==> config.mk <==
export PLATFORM = sky130hd
export DESIGN_NAME = waypoint_bearing_rudder_stepper_unit
export DESIGN_NICKNAME = d
export VERILOG_FILES = /design/src/hdl/wbrs_pkg.sv /design/src/hdl/wbrs_front.sv /design/src/hdl/wbrs_queue.sv /design/src/hdl/wbrs_cordic.sv /design/src/hdl/wbrs_back.sv /design/src/hdl/waypoint_bearing_rudder_stepper_unit.sv
export SDC_FILE = /design/constraint.sdc
export NUM_CORES = 2
export LEC_CHECK = 0
export ABC_CLOCK_PERIOD_IN_PS = 9200
export BUFFER_PORTS_ARGS = -buffer_cell sky130_fd_sc_hd__buf_4
export CAP_MARGIN = 5
export CORE_MARGIN = 5
export CORE_UTILIZATION = 24
export CTS_CLUSTER_DIAMETER = 100
export DETAILED_ROUTE_END_ITERATION = 16
export PLACE_DENSITY = 0.41
export SYNTH_ARGS = -nofsm -noshare
export SYNTH_HDL_FRONTEND = slang
export SYNTH_SLANG_ARGS = --single-unit
==> constraint.sdc <==
create_clock -name clk -period 9.2 [get_ports clk]
set_input_delay 1.84 -clock clk [delete_from_list [all_inputs] [get_ports clk]]
set_output_delay 1.84 -clock clk [all_outputs]
set_load 0.01 [all_outputs]
==> src/hdl/wbrs_pkg.sv <==
package wbrs_pkg;

    // datapath widths
    localparam int XW     = 30;   // cordic x / y and sine / cosine values, q24
    localparam int ZW     = 27;   // angles in degrees * 65536
    localparam int AW     = 17;   // angles in degrees * 256
    localparam int QDEPTH = 2;
    localparam int QCW    = $clog2(QDEPTH + 1);
    localparam int CFG_IW = 3;
    localparam int CFG_DW = 25;

    localparam logic signed [ZW-1:0] HALF16  = ZW'(11796480);
    localparam logic signed [ZW-1:0] FULL16  = ZW'(23592960);
    localparam logic signed [ZW-1:0] QUART16 = ZW'(5898240);
    localparam logic signed [ZW-1:0] ROUND8  = ZW'(128);
    localparam logic signed [XW-1:0] KGAIN   = XW'(10188012);
    localparam logic [AW-1:0]        FULL8   = AW'(92160);
    localparam logic [AW-1:0]        HALF8   = AW'(46080);

    typedef enum logic [CFG_IW-1:0] {
        REG_MARKER_LAT     = 3'd0,
        REG_MARKER_LON     = 3'd1,
        REG_HEADING_OFFSET = 3'd2,
        REG_DEADBAND       = 3'd3,
        REG_RUDDER_STEP    = 3'd4,
        REG_RUDDER_MIN     = 3'd5,
        REG_RUDDER_MAX     = 3'd6
    } reg_index_t;

    typedef enum logic {
        CM_ROT,
        CM_VEC
    } cordic_mode_t;

    typedef struct packed {
        logic signed [23:0] marker_lat;
        logic signed [24:0] marker_lon;
        logic signed [16:0] heading_offset;
        logic [15:0]        deadband;
        logic [7:0]         rudder_step;
        logic signed [8:0]  rudder_min;
        logic [7:0]         rudder_max;
    } cfg_t;

    typedef struct packed {
        logic [AW-1:0]      curr;
        logic signed [23:0] blat;
        logic signed [25:0] dlon;
    } item_t;

    typedef struct packed {
        logic [QCW-1:0] count;
        logic           full;
        logic           empty;
    } q_stat_t;

    typedef struct packed {
        logic signed [ZW-1:0] z;
        logic                 neg;
    } fold_t;

    // atan(2^-i) in degrees * 65536
    function automatic logic signed [ZW-1:0] atan_tab(input logic [4:0] i);
        logic signed [ZW-1:0] t;
        case (i)
            5'd0:  t = ZW'(2949120);
            5'd1:  t = ZW'(1740967);
            5'd2:  t = ZW'(919879);
            5'd3:  t = ZW'(466945);
            5'd4:  t = ZW'(234379);
            5'd5:  t = ZW'(117304);
            5'd6:  t = ZW'(58666);
            5'd7:  t = ZW'(29335);
            5'd8:  t = ZW'(14668);
            5'd9:  t = ZW'(7334);
            5'd10: t = ZW'(3667);
            5'd11: t = ZW'(1833);
            5'd12: t = ZW'(917);
            5'd13: t = ZW'(458);
            5'd14: t = ZW'(229);
            5'd15: t = ZW'(115);
            5'd16: t = ZW'(57);
            5'd17: t = ZW'(29);
            5'd18: t = ZW'(14);
            5'd19: t = ZW'(7);
            5'd20: t = ZW'(4);
            5'd21: t = ZW'(2);
            5'd22: t = ZW'(1);
            default: t = '0;
        endcase
        return t;
    endfunction

    // wrap into [-180,180) then fold into [-90,90]; input stays within +-2^25
    function automatic fold_t fold_angle(input logic signed [ZW-1:0] a);
        fold_t r;
        logic signed [ZW-1:0] w;
        if (a >= HALF16)
            w = a - FULL16;
        else if (a < -HALF16)
            w = a + FULL16;
        else
            w = a;
        if (w > QUART16) begin
            r.z = w - HALF16;
            r.neg = 1'b1;
        end
        else if (w < -QUART16) begin
            r.z = w + HALF16;
            r.neg = 1'b1;
        end
        else begin
            r.z = w;
            r.neg = 1'b0;
        end
        return r;
    endfunction

endpackage

==> src/hdl/wbrs_front.sv <==
module wbrs_front
    import wbrs_pkg::*;
(
    input  logic               in_valid,
    output logic               in_ready,
    input  logic signed [16:0] boat_heading,
    input  logic signed [23:0] boat_lat,
    input  logic signed [24:0] boat_lon,
    input  cfg_t               cfg,
    input  logic               q_full,
    output logic               push,
    output item_t              item
);

    logic signed [18:0] head_sum;
    logic signed [18:0] head_wrap;

    // heading + 180 + offset, wrapped once into [0,360)
    always_comb
    begin
        head_sum = 19'(boat_heading) + 19'(signed'({1'b0, HALF8}))
                 + 19'(cfg.heading_offset);
        if (head_sum < 0)
            head_wrap = head_sum + 19'(signed'({1'b0, FULL8}));
        else if (head_sum >= 19'(signed'({1'b0, FULL8})))
            head_wrap = head_sum - 19'(signed'({1'b0, FULL8}));
        else
            head_wrap = head_sum;
    end

    assign item.curr = head_wrap[AW-1:0];
    assign item.blat = boat_lat;
    assign item.dlon = 26'(cfg.marker_lon) - 26'(boat_lon);

    assign in_ready = !q_full;
    assign push     = in_valid && in_ready;

endmodule

==> src/hdl/wbrs_queue.sv <==
module wbrs_queue
    import wbrs_pkg::*;
(
    input  logic    clk,
    input  logic    rst_n,
    input  logic    push,
    input  item_t   item_in,
    input  logic    pop,
    output item_t   item_out,
    output logic    q_valid,
    output q_stat_t stat
);

    localparam int PW = (QDEPTH > 1) ? $clog2(QDEPTH) : 1;

    item_t          entry_reg [QDEPTH];
    logic [PW-1:0]  wr_ptr_reg;
    logic [PW-1:0]  rd_ptr_reg;
    logic [QCW-1:0] count_reg;

    always_ff @(posedge clk)
    begin
        if (push)
            entry_reg[wr_ptr_reg] <= item_in;
    end

    always_ff @(posedge clk or negedge rst_n)
    begin
        if (!rst_n) begin
            wr_ptr_reg <= '0;
            rd_ptr_reg <= '0;
            count_reg  <= '0;
        end
        else begin
            if (push)
                wr_ptr_reg <= (wr_ptr_reg == PW'(QDEPTH - 1)) ? '0 : wr_ptr_reg + 1'b1;
            if (pop)
                rd_ptr_reg <= (rd_ptr_reg == PW'(QDEPTH - 1)) ? '0 : rd_ptr_reg + 1'b1;
            if (push && !pop)
                count_reg <= count_reg + 1'b1;
            else if (pop && !push)
                count_reg <= count_reg - 1'b1;
        end
    end

    assign item_out   = entry_reg[rd_ptr_reg];
    assign q_valid    = (count_reg != '0);
    assign stat.count = count_reg;
    assign stat.full  = (count_reg == QCW'(QDEPTH));
    assign stat.empty = (count_reg == '0);

endmodule

==> src/hdl/wbrs_cordic.sv <==
module wbrs_cordic
    import wbrs_pkg::*;
#(
    parameter int CORDIC_STEPS = 16
)
(
    input  logic                 clk,
    input  logic                 rst_n,
    input  logic                 start,
    input  cordic_mode_t         mode,
    input  logic signed [XW-1:0] x0,
    input  logic signed [XW-1:0] y0,
    input  logic signed [ZW-1:0] z0,
    output logic                 done,
    output logic signed [XW-1:0] x,
    output logic signed [XW-1:0] y,
    output logic signed [ZW-1:0] z
);

    localparam int IW = $clog2(CORDIC_STEPS);

    logic signed [XW-1:0] x_reg;
    logic signed [XW-1:0] y_reg;
    logic signed [ZW-1:0] z_reg;
    logic [IW-1:0]        cnt_reg;
    logic                 busy_reg;
    logic                 done_reg;
    cordic_mode_t         mode_reg;

    logic signed [XW-1:0] sx;
    logic signed [XW-1:0] sy;
    logic signed [ZW-1:0] ang;
    logic                 up;

    always_comb
    begin
        sx  = x_reg >>> cnt_reg;
        sy  = y_reg >>> cnt_reg;
        ang = atan_tab(5'(cnt_reg));
        // rotate toward z = 0, or vector toward y = 0
        up  = (mode_reg == CM_ROT) ? !z_reg[ZW-1] : y_reg[XW-1];
    end

    always_ff @(posedge clk)
    begin
        if (start) begin
            x_reg    <= x0;
            y_reg    <= y0;
            z_reg    <= z0;
            mode_reg <= mode;
        end
        else if (busy_reg) begin
            if (up) begin
                x_reg <= x_reg - sy;
                y_reg <= y_reg + sx;
                z_reg <= z_reg - ang;
            end
            else begin
                x_reg <= x_reg + sy;
                y_reg <= y_reg - sx;
                z_reg <= z_reg + ang;
            end
        end
    end

    always_ff @(posedge clk or negedge rst_n)
    begin
        if (!rst_n) begin
            cnt_reg  <= '0;
            busy_reg <= 1'b0;
            done_reg <= 1'b0;
        end
        else if (start) begin
            cnt_reg  <= '0;
            busy_reg <= 1'b1;
            done_reg <= 1'b0;
        end
        else if (busy_reg) begin
            cnt_reg <= cnt_reg + 1'b1;
            if (cnt_reg == IW'(CORDIC_STEPS - 1)) begin
                busy_reg <= 1'b0;
                done_reg <= 1'b1;
            end
        end
        else begin
            done_reg <= 1'b0;
        end
    end

    assign done = done_reg;
    assign x    = x_reg;
    assign y    = y_reg;
    assign z    = z_reg;

endmodule

==> src/hdl/wbrs_back.sv <==
module wbrs_back
    import wbrs_pkg::*;
#(
    parameter int CORDIC_STEPS = 16
)
(
    input  logic               clk,
    input  logic               rst_n,
    input  cfg_t               cfg,
    input  logic               q_valid,
    input  item_t              q_item,
    output logic               pop,
    output logic               out_valid,
    input  logic               out_ready,
    output logic signed [8:0]  servo_position,
    output logic               send_pulse,
    output logic [16:0]        bearing,
    output logic [15:0]        heading_error
);

    typedef enum logic [6:0] {
        S_IDLE  = 7'b0000001,
        S_SST   = 7'b0000010,
        S_SC    = 7'b0000100,
        S_MUL   = 7'b0001000,
        S_VST   = 7'b0010000,
        S_VEC   = 7'b0100000,
        S_STEER = 7'b1000000
    } state_t;

    localparam logic [1:0] SC_BLAT = 2'd0;
    localparam logic [1:0] SC_MLAT = 2'd1;
    localparam logic [1:0] SC_DLON = 2'd2;

    state_t                 state_reg;
    item_t                  item_reg;
    logic [1:0]             sc_idx_reg;
    logic                   neg_reg;
    logic [2:0]             mcnt_reg;
    logic signed [XW-1:0]   sb_reg, cb_reg, sm_reg, cm_reg, sd_reg, cd_reg;
    logic signed [XW-1:0]   p1_reg, p2_reg, p3_reg, p4_reg;
    logic signed [2*XW-1:0] prod_reg;
    logic [AW-1:0]          bearing_reg;
    logic signed [8:0]      servo_pos_reg;
    logic                   out_valid_reg;
    logic                   send_reg;
    logic [AW-1:0]          bear_out_reg;
    logic [15:0]            err_out_reg;

    // shared cordic
    logic                 cs_start;
    cordic_mode_t         cs_mode;
    logic signed [XW-1:0] cs_x0, cs_y0;
    logic signed [ZW-1:0] cs_z0;
    logic                 c_done;
    logic signed [XW-1:0] c_x, c_y;
    logic signed [ZW-1:0] c_z;

    logic signed [ZW-1:0] sc_angle;
    fold_t                sc_fold;
    logic signed [XW-1:0] s_val, c_val;
    logic signed [XW-1:0] op_a, op_b;
    logic signed [XW-1:0] p_shift;
    logic signed [XW-1:0] den;
    logic signed [ZW-1:0] z_rnd;
    logic signed [ZW-9:0] z_deg8;
    logic signed [ZW-9:0] bear_wrap;

    logic [AW-1:0]        right, left, err;
    logic signed [9:0]    lsum, rdiff, pos_ext;
    logic                 out_free;
    logic                 step_dn, step_up;

    wbrs_cordic #(
        .CORDIC_STEPS(CORDIC_STEPS)
    ) u_cordic (
        .clk   (clk),
        .rst_n (rst_n),
        .start (cs_start),
        .mode  (cs_mode),
        .x0    (cs_x0),
        .y0    (cs_y0),
        .z0    (cs_z0),
        .done  (c_done),
        .x     (c_x),
        .y     (c_y),
        .z     (c_z)
    );

    always_comb
    begin
        case (sc_idx_reg)
            SC_BLAT: sc_angle = ZW'(item_reg.blat);
            SC_MLAT: sc_angle = ZW'(cfg.marker_lat);
            default: sc_angle = ZW'(item_reg.dlon);
        endcase
        sc_fold = fold_angle(sc_angle);
        s_val   = neg_reg ? -c_y : c_y;
        c_val   = neg_reg ? -c_x : c_x;

        case (mcnt_reg[2:1])
            2'd0:    begin op_a = sd_reg; op_b = cm_reg; end
            2'd1:    begin op_a = cb_reg; op_b = sm_reg; end
            2'd2:    begin op_a = sb_reg; op_b = cm_reg; end
            default: begin op_a = p3_reg; op_b = cd_reg; end
        endcase
        p_shift = XW'(prod_reg >>> 24);

        den      = p2_reg - p4_reg;
        cs_start = 1'b0;
        cs_mode  = CM_ROT;
        cs_x0    = KGAIN;
        cs_y0    = '0;
        cs_z0    = sc_fold.z;
        if (state_reg == S_SST) begin
            cs_start = 1'b1;
        end
        else if (state_reg == S_VST) begin
            cs_start = 1'b1;
            cs_mode  = CM_VEC;
            if (den < 0) begin
                cs_x0 = -den;
                cs_y0 = -p1_reg;
                cs_z0 = p1_reg[XW-1] ? -HALF16 : HALF16;
            end
            else begin
                cs_x0 = den;
                cs_y0 = p1_reg;
                cs_z0 = '0;
            end
        end

        z_rnd     = c_z + ROUND8;
        z_deg8    = (ZW-8)'(z_rnd >>> 8);
        bear_wrap = z_deg8[ZW-9] ? z_deg8 + (ZW-8)'(signed'({1'b0, FULL8})) : z_deg8;

        // steering decision
        if (bearing_reg < item_reg.curr)
            right = FULL8 - item_reg.curr + bearing_reg;
        else
            right = bearing_reg - item_reg.curr;
        left    = FULL8 - right;
        err     = (left < right) ? left : right;
        lsum    = 10'(cfg.rudder_min) + 10'(signed'({2'b00, cfg.rudder_step}));
        rdiff   = 10'(signed'({2'b00, cfg.rudder_max}))
                - 10'(signed'({2'b00, cfg.rudder_step}));
        pos_ext = 10'(servo_pos_reg);
        step_dn = 1'b0;
        step_up = 1'b0;
        if (err > {1'b0, cfg.deadband}) begin
            if (err == left && lsum <= pos_ext)
                step_dn = 1'b1;
            else if (err == right && rdiff >= pos_ext)
                step_up = 1'b1;
        end
        out_free = !out_valid_reg || out_ready;
    end

    assign pop = (state_reg == S_IDLE) && q_valid;

    always_ff @(posedge clk)
    begin
        case (state_reg)
            S_IDLE: begin
                item_reg <= q_item;
            end
            S_SST: begin
                neg_reg <= sc_fold.neg;
            end
            S_SC: begin
                if (c_done) begin
                    case (sc_idx_reg)
                        SC_BLAT: begin sb_reg <= s_val; cb_reg <= c_val; end
                        SC_MLAT: begin sm_reg <= s_val; cm_reg <= c_val; end
                        default: begin sd_reg <= s_val; cd_reg <= c_val; end
                    endcase
                end
            end
            S_MUL: begin
                if (!mcnt_reg[0]) begin
                    prod_reg <= op_a * op_b;
                end
                else begin
                    case (mcnt_reg[2:1])
                        2'd0:    p1_reg <= p_shift;
                        2'd1:    p2_reg <= p_shift;
                        2'd2:    p3_reg <= p_shift;
                        default: p4_reg <= p_shift;
                    endcase
                end
            end
            S_VEC: begin
                if (c_done)
                    bearing_reg <= AW'(bear_wrap);
            end
            S_STEER: begin
                if (out_free) begin
                    send_reg     <= step_dn || step_up;
                    bear_out_reg <= bearing_reg;
                    err_out_reg  <= err[15:0];
                end
            end
            default: begin
            end
        endcase
    end

    always_ff @(posedge clk or negedge rst_n)
    begin
        if (!rst_n) begin
            state_reg     <= S_IDLE;
            sc_idx_reg    <= SC_BLAT;
            mcnt_reg      <= '0;
            servo_pos_reg <= '0;
            out_valid_reg <= 1'b0;
        end
        else begin
            if (out_valid_reg && out_ready)
                out_valid_reg <= 1'b0;
            case (state_reg)
                S_IDLE: begin
                    sc_idx_reg <= SC_BLAT;
                    if (q_valid)
                        state_reg <= S_SST;
                end
                S_SST: begin
                    state_reg <= S_SC;
                end
                S_SC: begin
                    if (c_done) begin
                        if (sc_idx_reg == SC_DLON) begin
                            mcnt_reg  <= '0;
                            state_reg <= S_MUL;
                        end
                        else begin
                            sc_idx_reg <= sc_idx_reg + 1'b1;
                            state_reg  <= S_SST;
                        end
                    end
                end
                S_MUL: begin
                    mcnt_reg <= mcnt_reg + 1'b1;
                    if (mcnt_reg == 3'd7)
                        state_reg <= S_VST;
                end
                S_VST: begin
                    state_reg <= S_VEC;
                end
                S_VEC: begin
                    if (c_done)
                        state_reg <= S_STEER;
                end
                S_STEER: begin
                    if (out_free) begin
                        out_valid_reg <= 1'b1;
                        if (step_dn)
                            servo_pos_reg <= servo_pos_reg
                                           - 9'(signed'({1'b0, cfg.rudder_step}));
                        else if (step_up)
                            servo_pos_reg <= servo_pos_reg
                                           + 9'(signed'({1'b0, cfg.rudder_step}));
                        state_reg <= S_IDLE;
                    end
                end
                default: begin
                    state_reg <= S_IDLE;
                end
            endcase
        end
    end

    assign out_valid      = out_valid_reg;
    assign servo_position = servo_pos_reg;
    assign send_pulse     = send_reg;
    assign bearing        = bear_out_reg;
    assign heading_error  = err_out_reg;

endmodule

==> src/hdl/waypoint_bearing_rudder_stepper_unit.sv <==
// items are handled one at a time: the back end pops the next only when idle, its pace set
//   by the single shared cordic unit that runs three sine/cosine passes and one arctangent
//   pass per item
// a two-item queue after the front lets inputs be taken while the back is busy
// reset: asynchronous, active low; registers take their documented defaults,
//   servo position returns to center and the queue empties
module waypoint_bearing_rudder_stepper_unit
    import wbrs_pkg::*;
#(
    parameter int CORDIC_STEPS = 16
)
(
    input  logic                clk,
    input  logic                rst_n,
    // configuration write port
    input  logic                cfg_wr_en,
    input  logic [CFG_IW-1:0]   cfg_index,
    input  logic [CFG_DW-1:0]   cfg_wdata,
    // input items
    input  logic                in_valid,
    output logic                in_ready,
    input  logic signed [16:0]  boat_heading,
    input  logic signed [23:0]  boat_lat,
    input  logic signed [24:0]  boat_lon,
    // result items
    output logic                out_valid,
    input  logic                out_ready,
    output logic signed [8:0]   servo_position,
    output logic                send_pulse,
    output logic [16:0]         bearing,
    output logic [15:0]         heading_error
);

    cfg_t    cfg_reg;
    logic    push;
    item_t   front_item;
    item_t   q_item;
    logic    q_valid;
    logic    pop;
    q_stat_t q_stat;

    // configuration registers, unknown indexes are dropped
    always_ff @(posedge clk or negedge rst_n)
    begin
        if (!rst_n) begin
            cfg_reg.marker_lat     <= '0;
            cfg_reg.marker_lon     <= '0;
            cfg_reg.heading_offset <= '0;
            cfg_reg.deadband       <= 16'd3840;
            cfg_reg.rudder_step    <= 8'd1;
            cfg_reg.rudder_min     <= -9'sd150;
            cfg_reg.rudder_max     <= 8'd150;
        end
        else if (cfg_wr_en) begin
            case (reg_index_t'(cfg_index))
                REG_MARKER_LAT:     cfg_reg.marker_lat     <= cfg_wdata[23:0];
                REG_MARKER_LON:     cfg_reg.marker_lon     <= cfg_wdata[24:0];
                REG_HEADING_OFFSET: cfg_reg.heading_offset <= cfg_wdata[16:0];
                REG_DEADBAND:       cfg_reg.deadband       <= cfg_wdata[15:0];
                REG_RUDDER_STEP:    cfg_reg.rudder_step    <= cfg_wdata[7:0];
                REG_RUDDER_MIN:     cfg_reg.rudder_min     <= cfg_wdata[8:0];
                REG_RUDDER_MAX:     cfg_reg.rudder_max     <= cfg_wdata[7:0];
                default: begin
                end
            endcase
        end
    end

    // front: takes items, wraps the heading, forms the longitude difference
    wbrs_front u_front (
        .in_valid     (in_valid),
        .in_ready     (in_ready),
        .boat_heading (boat_heading),
        .boat_lat     (boat_lat),
        .boat_lon     (boat_lon),
        .cfg          (cfg_reg),
        .q_full       (q_stat.full),
        .push         (push),
        .item         (front_item)
    );

    // queue decoupling the front from the cordic back end
    wbrs_queue u_queue (
        .clk      (clk),
        .rst_n    (rst_n),
        .push     (push),
        .item_in  (front_item),
        .pop      (pop),
        .item_out (q_item),
        .q_valid  (q_valid),
        .stat     (q_stat)
    );

    // back: bearing by cordic, steering decision, servo state, output register
    wbrs_back #(
        .CORDIC_STEPS(CORDIC_STEPS)
    ) u_back (
        .clk            (clk),
        .rst_n          (rst_n),
        .cfg            (cfg_reg),
        .q_valid        (q_valid),
        .q_item         (q_item),
        .pop            (pop),
        .out_valid      (out_valid),
        .out_ready      (out_ready),
        .servo_position (servo_position),
        .send_pulse     (send_pulse),
        .bearing        (bearing),
        .heading_error  (heading_error)
    );

    // results stay inside the angle ranges
    a_out_range: assert property (@(posedge clk) disable iff (!rst_n)
        out_valid |-> (heading_error <= HALF8[15:0] && bearing < FULL8))
        else $error("result angle out of range");

    // an accepted item is always held in the queue afterwards
    a_push_held: assert property (@(posedge clk) disable iff (!rst_n)
        (in_valid && in_ready) |=> !q_stat.empty)
        else $error("accepted item lost from queue");

    // queue never overfills
    a_q_bound: assert property (@(posedge clk) disable iff (!rst_n)
        q_stat.count <= QCW'(QDEPTH))
        else $error("queue overflow");

endmodule

* Word-level counts from Yosys, hierarchy flattened
Memory sizes are Yosys's and may differ from the RTL's. A register that Yosys moved wholly into a read port is not among the register bits. Cells that the tools add are included.
Word-level totals: bits in registers 633, RAM bits 134, memory bits (read-only) 352, input bits 99, logic and storage cells 245, memories kept 2
Memories:
- (no name shown) | depth 16, bits a word 22, rd ports 1, clocked after Yosys merged registers in 0, write ports 0, line wbrs_pkg.sv:65 | case (i)
- u_queue.entry_reg | depth 2, bits a word 67, rd ports 1, clocked after Yosys merged registers in 1, write ports 1, line wbrs_queue.sv:16 | item_t entry_reg [QDEPTH];
Cells by class: $add $sub $neg 37, multipliers 1, order comparisons 12, eq/ne operators 30, shift operators 2, mux-type cells 73, bitwise gates (word level) 3, reduce and logical (&&, ||, !) cells 47
Operators by type and width (count):
- 2-to-1 mux 30 bit | 14
- 2-to-1 mux 27 bit | 9
- negation 30 bit | 4
- one-hot mux 30 bit (3 select lines) | 1
- subtractor 30 bit | 3
- 2-to-1 mux 17 bit | 5
- adder 30 bit | 2
- one-hot mux 30 bit (2 select lines) | 1
- >>> shifter 30 x 4 -> 30 bit | 2
- 2-to-1 mux 28 bit | 2
- multiplier 30 x 30 -> 54 bit | 1
- one-hot mux 27 bit (2 select lines) | 1
- one-hot mux 7 bit (7 select lines) | 1
- 2-to-1 mux 7 bit | 5
- adder 17 bit, second input constant | 2
- == test 17 bit | 2
- less-than comparator 17 bit | 2
- subtractor 17 bit, first input constant | 2
- less-than comparator 30 x 1 -> 1 bit, second input constant | 1
- AND reduction 3 bit | 10
- adder 27 x 25 -> 27 bit, second input constant | 1
- adder 27 x 26 -> 27 bit, second input constant | 1
- adder 27 bit | 1
- adder 27 x 9 -> 27 bit, second input constant | 1
- 61 further kinds | 131

* Depth between registers and ports, before layout
depth in word-level cells 13, mapped depth 55, mapped depth without buffers 51

* Hierarchy
A second synthesis with hierarchy kept.
Second synthesis, totals: cells, all modules 8075, area, all modules 82062.5 µm²
By module, submodules not included:
- wbrs_back | times used 1, cells each 5554, area an instance 55932.4 µm²
- wbrs_cordic | times used 1, cells each 1643, area an instance 13840.8 µm²
- wbrs_queue | times used 1, cells each 226, area an instance 5118.7 µm²
- waypoint_bearing_rudder_stepper_unit | times used 1, cells each 234, area an instance 4075.2 µm²
- wbrs_front | times used 1, cells each 418, area an instance 3095.5 µm²

* Worst setup path before layout
OpenSTA, ideal clock, no wires.
kind reg-to-reg, start register u_back.mcnt_reg[1], end register u_back.prod_reg[53], data pin, library setup time 0.260 ns, arrival time 9.544 ns, data required time 8.940 ns, setup slack -0.604 ns, cell stages (with the launch flop) 34, path buffers 5, period minus slack after synthesis 9.804 ns, path through dfrtp_1 > buf_1 > clkbuf_1 > buf_1 > mux4_2 > clkbuf_1 > clkbuf_1 > nand2_1 > fa_1 > inv_1 > fa_1 > fa_1 > inv_1 > fa_1 > fa_1 > inv_1 > fa_1 > fa_1 > fa_1 > ha_1 > nand4_1 > nor2_1 > nand3_1 > a31oi_1 > o2111ai_1 > a311oi_1 > a21oi_1 > o21ai_0 > or3b_2 > a21oi_1 > nor4_1 > o31ai_1 > a21oi_1 > xnor2_1
Between the ends: longest elaborated chain between the ends 4, elaborated cells between the ends (all ways) 7, those cells by class 1 x mul; 2 x eq/ne; 2 x mux; 2 x reduce/logical
RTL lines:
- from (decl) | line wbrs_back.sv:39 | logic [2:0] mcnt_reg;
- from (signal assigned) | line wbrs_back.sv:242 | mcnt_reg <= mcnt_reg + 1'b1;
- == test 2 bit / logical NOT 2 bit (equally long branches) | line wbrs_back.sv:101 | case (mcnt_reg[2:1])
- OR reduction 2 bit (no source line)
- one-hot mux 30 bit (2 select lines) | line wbrs_back.sv:101
- multiplier 30 x 30 -> 54 bit * | line wbrs_back.sv:181 | prod_reg <= op_a * op_b;
- to (signal assigned) | line wbrs_back.sv:181
- to (decl) | line wbrs_back.sv:42 | logic signed [2*XW-1:0] prod_reg;
Mark *: on every way between the ends. The rest lies on a longest branch, timed or not. A chain may end at the register's enable or synchronous reset.

* Final worst setup path
start register u_back.item_reg[52] (netlist name), end register u_back.servo_pos_reg[8], in the netlist u_back.servo_position[8]
Between the ends: longest elaborated chain between the ends 13, elaborated cells between the ends (all ways) 21, those cells by class 4 x add/sub; 3 x order compare; 2 x eq/ne; 8 x mux; 4 x reduce/logical
RTL lines:
- subtractor 17 bit | line wbrs_back.sv:139 | right = FULL8 - item_reg.curr + bearing_reg;
- adder 17 bit | line wbrs_back.sv:139
- 2-to-1 mux 17 bit * | line wbrs_back.sv:138 | if (bearing_reg < item_reg.curr)
- subtractor 17 bit | line wbrs_back.sv:142 | left = FULL8 - right;
- less-than comparator 17 bit | line wbrs_back.sv:143 | err = (left < right) ? left : right;
- 2-to-1 mux 17 bit * | line wbrs_back.sv:143
- named net u_back.err[1] | line wbrs_back.sv:69 | logic [AW-1:0] right, left, err;
- parallel branches: the longest is 7 deep, another holds > comparator 17 x 16 -> 1 bit
- to (signal assigned) | line wbrs_back.sv:257 | servo_pos_reg <= servo_pos_reg
- to (signal assigned) | line wbrs_back.sv:260 | servo_pos_reg <= servo_pos_reg
- to (decl) | line wbrs_back.sv:44 | logic signed [8:0] servo_pos_reg;
Mark *: on every way through the listed nets, which the timed path passes.

==> flow_metrics.tcl <==
set metrics [dict create \
    netlist_area_mm2 0.0781 \
    max_clock_freq_ghz 0.110 \
    global_route.usage.total_pct 15.3 \
    ir_drop_v 0.000404 \
    crit_path_buffers_inverters 8 \
    multi_input_comb_area_mm2 0.0497 \
    post-route-period-util_pct 99.2 \
    critical_path_arrival_ps 9740 \
    timing.critical_path.slowest_cell_delay_ps 520 \
    postRouteWirelength_um 261000 \
    finalWorstPathRequiredPeriod_ps 9120 \
    number_of_antenna_violations_at_the_first_check_in_global_routing 15 \
    timing.critical_path.max_delay_family "compound AO/OA/AOI/OAI gates" \
    ctsLongestPathBuffers 3 \
    tritoncts.num_buffers 101 \
    initial_utilization_pct 24.1 \
    vias 57353 \
    synth_edf_count 671 \
    n_fill_cell 33951 \
    numClockSinks 810 \
    avgSynthCellArea_um2 10.3 \
    viasPerCell 4.56 \
    postSynthRegisterBits 810 \
    power.density_cell_area_mw_per_mm2 330 \
    cts.reportedPaths.clkPinSlew_ps 60 \
    post_synth_num_cell_types 101 \
    ant_nets 0 \
    place.port_buffers 143 \
    rsz0062_at_grt "yes" \
    synth_fp_nets 9046 \
    drt-wirelength-per-cell_um 20.8 \
    totalNegativeSetupSlack_ps 0 \
    fin_area_mm2 0.0932 \
    max_cap_violations 0 \
    die_width_um 581 \
    r2r_setup_slack_ps 80 \
    maximum_number_of_pins_on_one_net_before_global_route_repair 86 \
    final_total_pwr_mw 30.8 \
    nets 9627 \
    cts_tree "done" \
    synth_top_flop_cell "sky130_fd_sc_hd__edfxtp_1" \
    worst_slew_margin_rel_pct 18.2 \
    placeable_core_region_mm2 0.324 \
    synth.yosys.seq_area_share_pct 30.3 \
    power_leakage_nw 40.1 \
    final.setup_skew_ps 46.5 \
    critical_path_peak_fanout 6 \
    total_number_of_yosys_warnings 0 \
    routabilityCongestion 0.862 \
    vias_in_the_first_global_route 61086 \
    outcome "complete, no violations" \
    post-route-drc-count 0 \
    root_buffer "sky130_fd_sc_hd__clkbuf_16" \
    skew_pair_late_insertion_delay_ps 740 \
    die_h_um 581 \
    count_of_endpoints_failing_setup_in_the_final_report 0 \
    first_pass_iters 5 \
    synth_async_sr_flop_share_pct 17.2 \
    io-pin-count 144 \
    post_synth_inst_count 7571 \
    holdCritPathClass "reg2reg" \
    global_route.overflow_total 0 \
    ctsHtreeMaxLevel 3 \
    crit_path_class "reg2reg" \
    detailedRoute.firstIterationViolations 3625 \
    worstMarginPinSlew_ps 1220 \
    start_kind "flop" \
    seqCellArea_mm2 0.0237 \
    timing.final.max_slew_violations 0 \
    dpl-instance-area_mm2 0.0886 \
    critPathCaptureType "flop" \
    rows 209 \
    timing_hold_violations_final 0 \
    global_route_wire_length_before_repair_um 398000 \
    critical_path.slowest_cell "sky130_fd_sc_hd__fa_1" \
    share_of_layout_cells_above_drive_strength_1_pct 17.6 \
    worstPathRequired_ps 9820 \
    dpl.hpwl_um 206000 \
    die_area_mm2 0.337 \
    flow.area_growth_from_synthesis_pct 19.3 \
    number_of_flip_flops_in_the_largest_register 134 \
]
what timing repair did:
item                                   CTS  global route
setup buffers                           31            30
setup endpoints to repair               22            20
endpoints found under the hold margin    0             0
gates cloned                             0             1
hold buffers                             0             0
resized for setup                       67           113
pin swaps                               37            78
worst paths after layout:
check	startpoint	to	cells after the start
max in group asynchronous	rst_n	u_queue.rd_ptr_reg	2
hold / removal	cfg_reg[0]	cfg_reg[0]	1
setup reg to reg	u_back.item_reg[52]	u_back.servo_position[8]	51
setup / recovery	u_back.item_reg[52]	u_back.servo_position[8]	51
min in group asynchronous	rst_n	cfg_reg[0]	1
hold reg to reg	cfg_reg[0]	cfg_reg[0]	1
worst register-to-register path: cells and delay by family, from the launching register on:
kind | cells | cell delay, ps
AND/OR/NAND/NOR | 9 | 1250
XOR/XNOR | 3 | 490
adder cells (fa/ha/maj) | 5 | 1610
flip-flops | 1 | 360
AO/OA/AOI/OAI | 26 | 4280
buffers and inverters | 8 | 1030
per-stage QoR:
stage               cells  hold slack (ps)  util (%)  setup WS [ps]
floorplan            7571              426         -           16.4
global placement    12320              490      27.3           -837
detailed placement  12320              495      27.3           -780
CTS                 12537              507      28.5          -10.9
global route        12564              518      28.7           -389
finish              12570              506      28.7           77.5
logic make-up after synthesis:
logic type | synth area share (%)
and+or+nand+nor | 11.4
buffers and inverters | 7.27
adders and majority gates | 30.7
AOI/OAI and AO/OA | 8.81
DFF | 30.3
xor gates and xnor gates | 5.32
muxes | 6.20
cells in the final DEF, fill, tap and decap left out, types with 53 or more instances in the layout:
cell / synthesis / layout
sky130_fd_sc_hd__a21o_1: 90 / 90
sky130_fd_sc_hd__a21oi_1: 291 / 252
sky130_fd_sc_hd__and2_1: 89 / 88
sky130_fd_sc_hd__buf_4: 1 / 735
sky130_fd_sc_hd__clkbuf_16: 0 / 105
sky130_fd_sc_hd__dfrtp_1: 124 / 117
sky130_fd_sc_hd__edfxtp_1: 671 / 671
sky130_fd_sc_hd__fa_1: 906 / 885
sky130_fd_sc_hd__ha_1: 470 / 462
sky130_fd_sc_hd__inv_1: 1176 / 1166
sky130_fd_sc_hd__mux2_2: 175 / 175
sky130_fd_sc_hd__mux2i_1: 87 / 84
sky130_fd_sc_hd__mux4_2: 88 / 88
sky130_fd_sc_hd__nand2_1: 1035 / 1027
sky130_fd_sc_hd__nand2b_1: 53 / 53
sky130_fd_sc_hd__nand3_1: 80 / 78
sky130_fd_sc_hd__nor2_1: 391 / 380
sky130_fd_sc_hd__nor2b_1: 60 / 57
sky130_fd_sc_hd__nor3_1: 67 / 59
sky130_fd_sc_hd__o21ai_0: 211 / 197
sky130_fd_sc_hd__o22ai_1: 63 / 63
sky130_fd_sc_hd__xnor2_1: 298 / 293
sky130_fd_sc_hd__xor2_1: 171 / 169
final cells by class:
class	instances	area share [%]
multi-input combinational	5260	53.3
sequential	810	25.4
timing repair buffer	802	7.09
tap	4325	5.81
inverter	1177	4.74
clock buffer	125	2.90
clock inverter	62	0.781
antenna	9	0.0242
report_power, final:
| group | internal (mW) | switching, mW | total, mW |
|---|---|---|---|
| Sequential | 5.76 | 0.942 | 6.70 |
| Combinational | 9.26 | 10.7 | 20.0 |
| Clock | 2.44 | 1.71 | 4.15 |
| Total | 17.5 | 13.3 | 30.8 |
metal layers:
layer,vias up,wire length [um],track usage (%)
met4,0,4830,3.06
met1,29450,124000,22.2
met3,218,12200,1.77
li1,26299,-,-
met5,-,0,0
met2,1386,120000,24.7
cell usage after synthesis (67+ instances only):
cell type	instances	area [um2]
sky130_fd_sc_hd__clkbuf_1	262	983
sky130_fd_sc_hd__edfxtp_1	671	20100
sky130_fd_sc_hd__nand3_1	80	400
sky130_fd_sc_hd__nor3_1	67	335
sky130_fd_sc_hd__mux2_2	175	1970
sky130_fd_sc_hd__and2_1	89	557
sky130_fd_sc_hd__nor2_1	391	1470
sky130_fd_sc_hd__a21oi_1	291	1460
sky130_fd_sc_hd__xnor2_1	298	2610
sky130_fd_sc_hd__ha_1	470	5880
sky130_fd_sc_hd__dfrtp_1	124	3100
sky130_fd_sc_hd__mux2i_1	87	871
sky130_fd_sc_hd__mux4_2	88	1980
sky130_fd_sc_hd__fa_1	906	18100
sky130_fd_sc_hd__a21o_1	90	676
sky130_fd_sc_hd__nand2_1	1035	3880
sky130_fd_sc_hd__inv_1	1176	4410
sky130_fd_sc_hd__xor2_1	171	1500
sky130_fd_sc_hd__o21ai_0	211	1060
(Power assumes the default switching activity.)
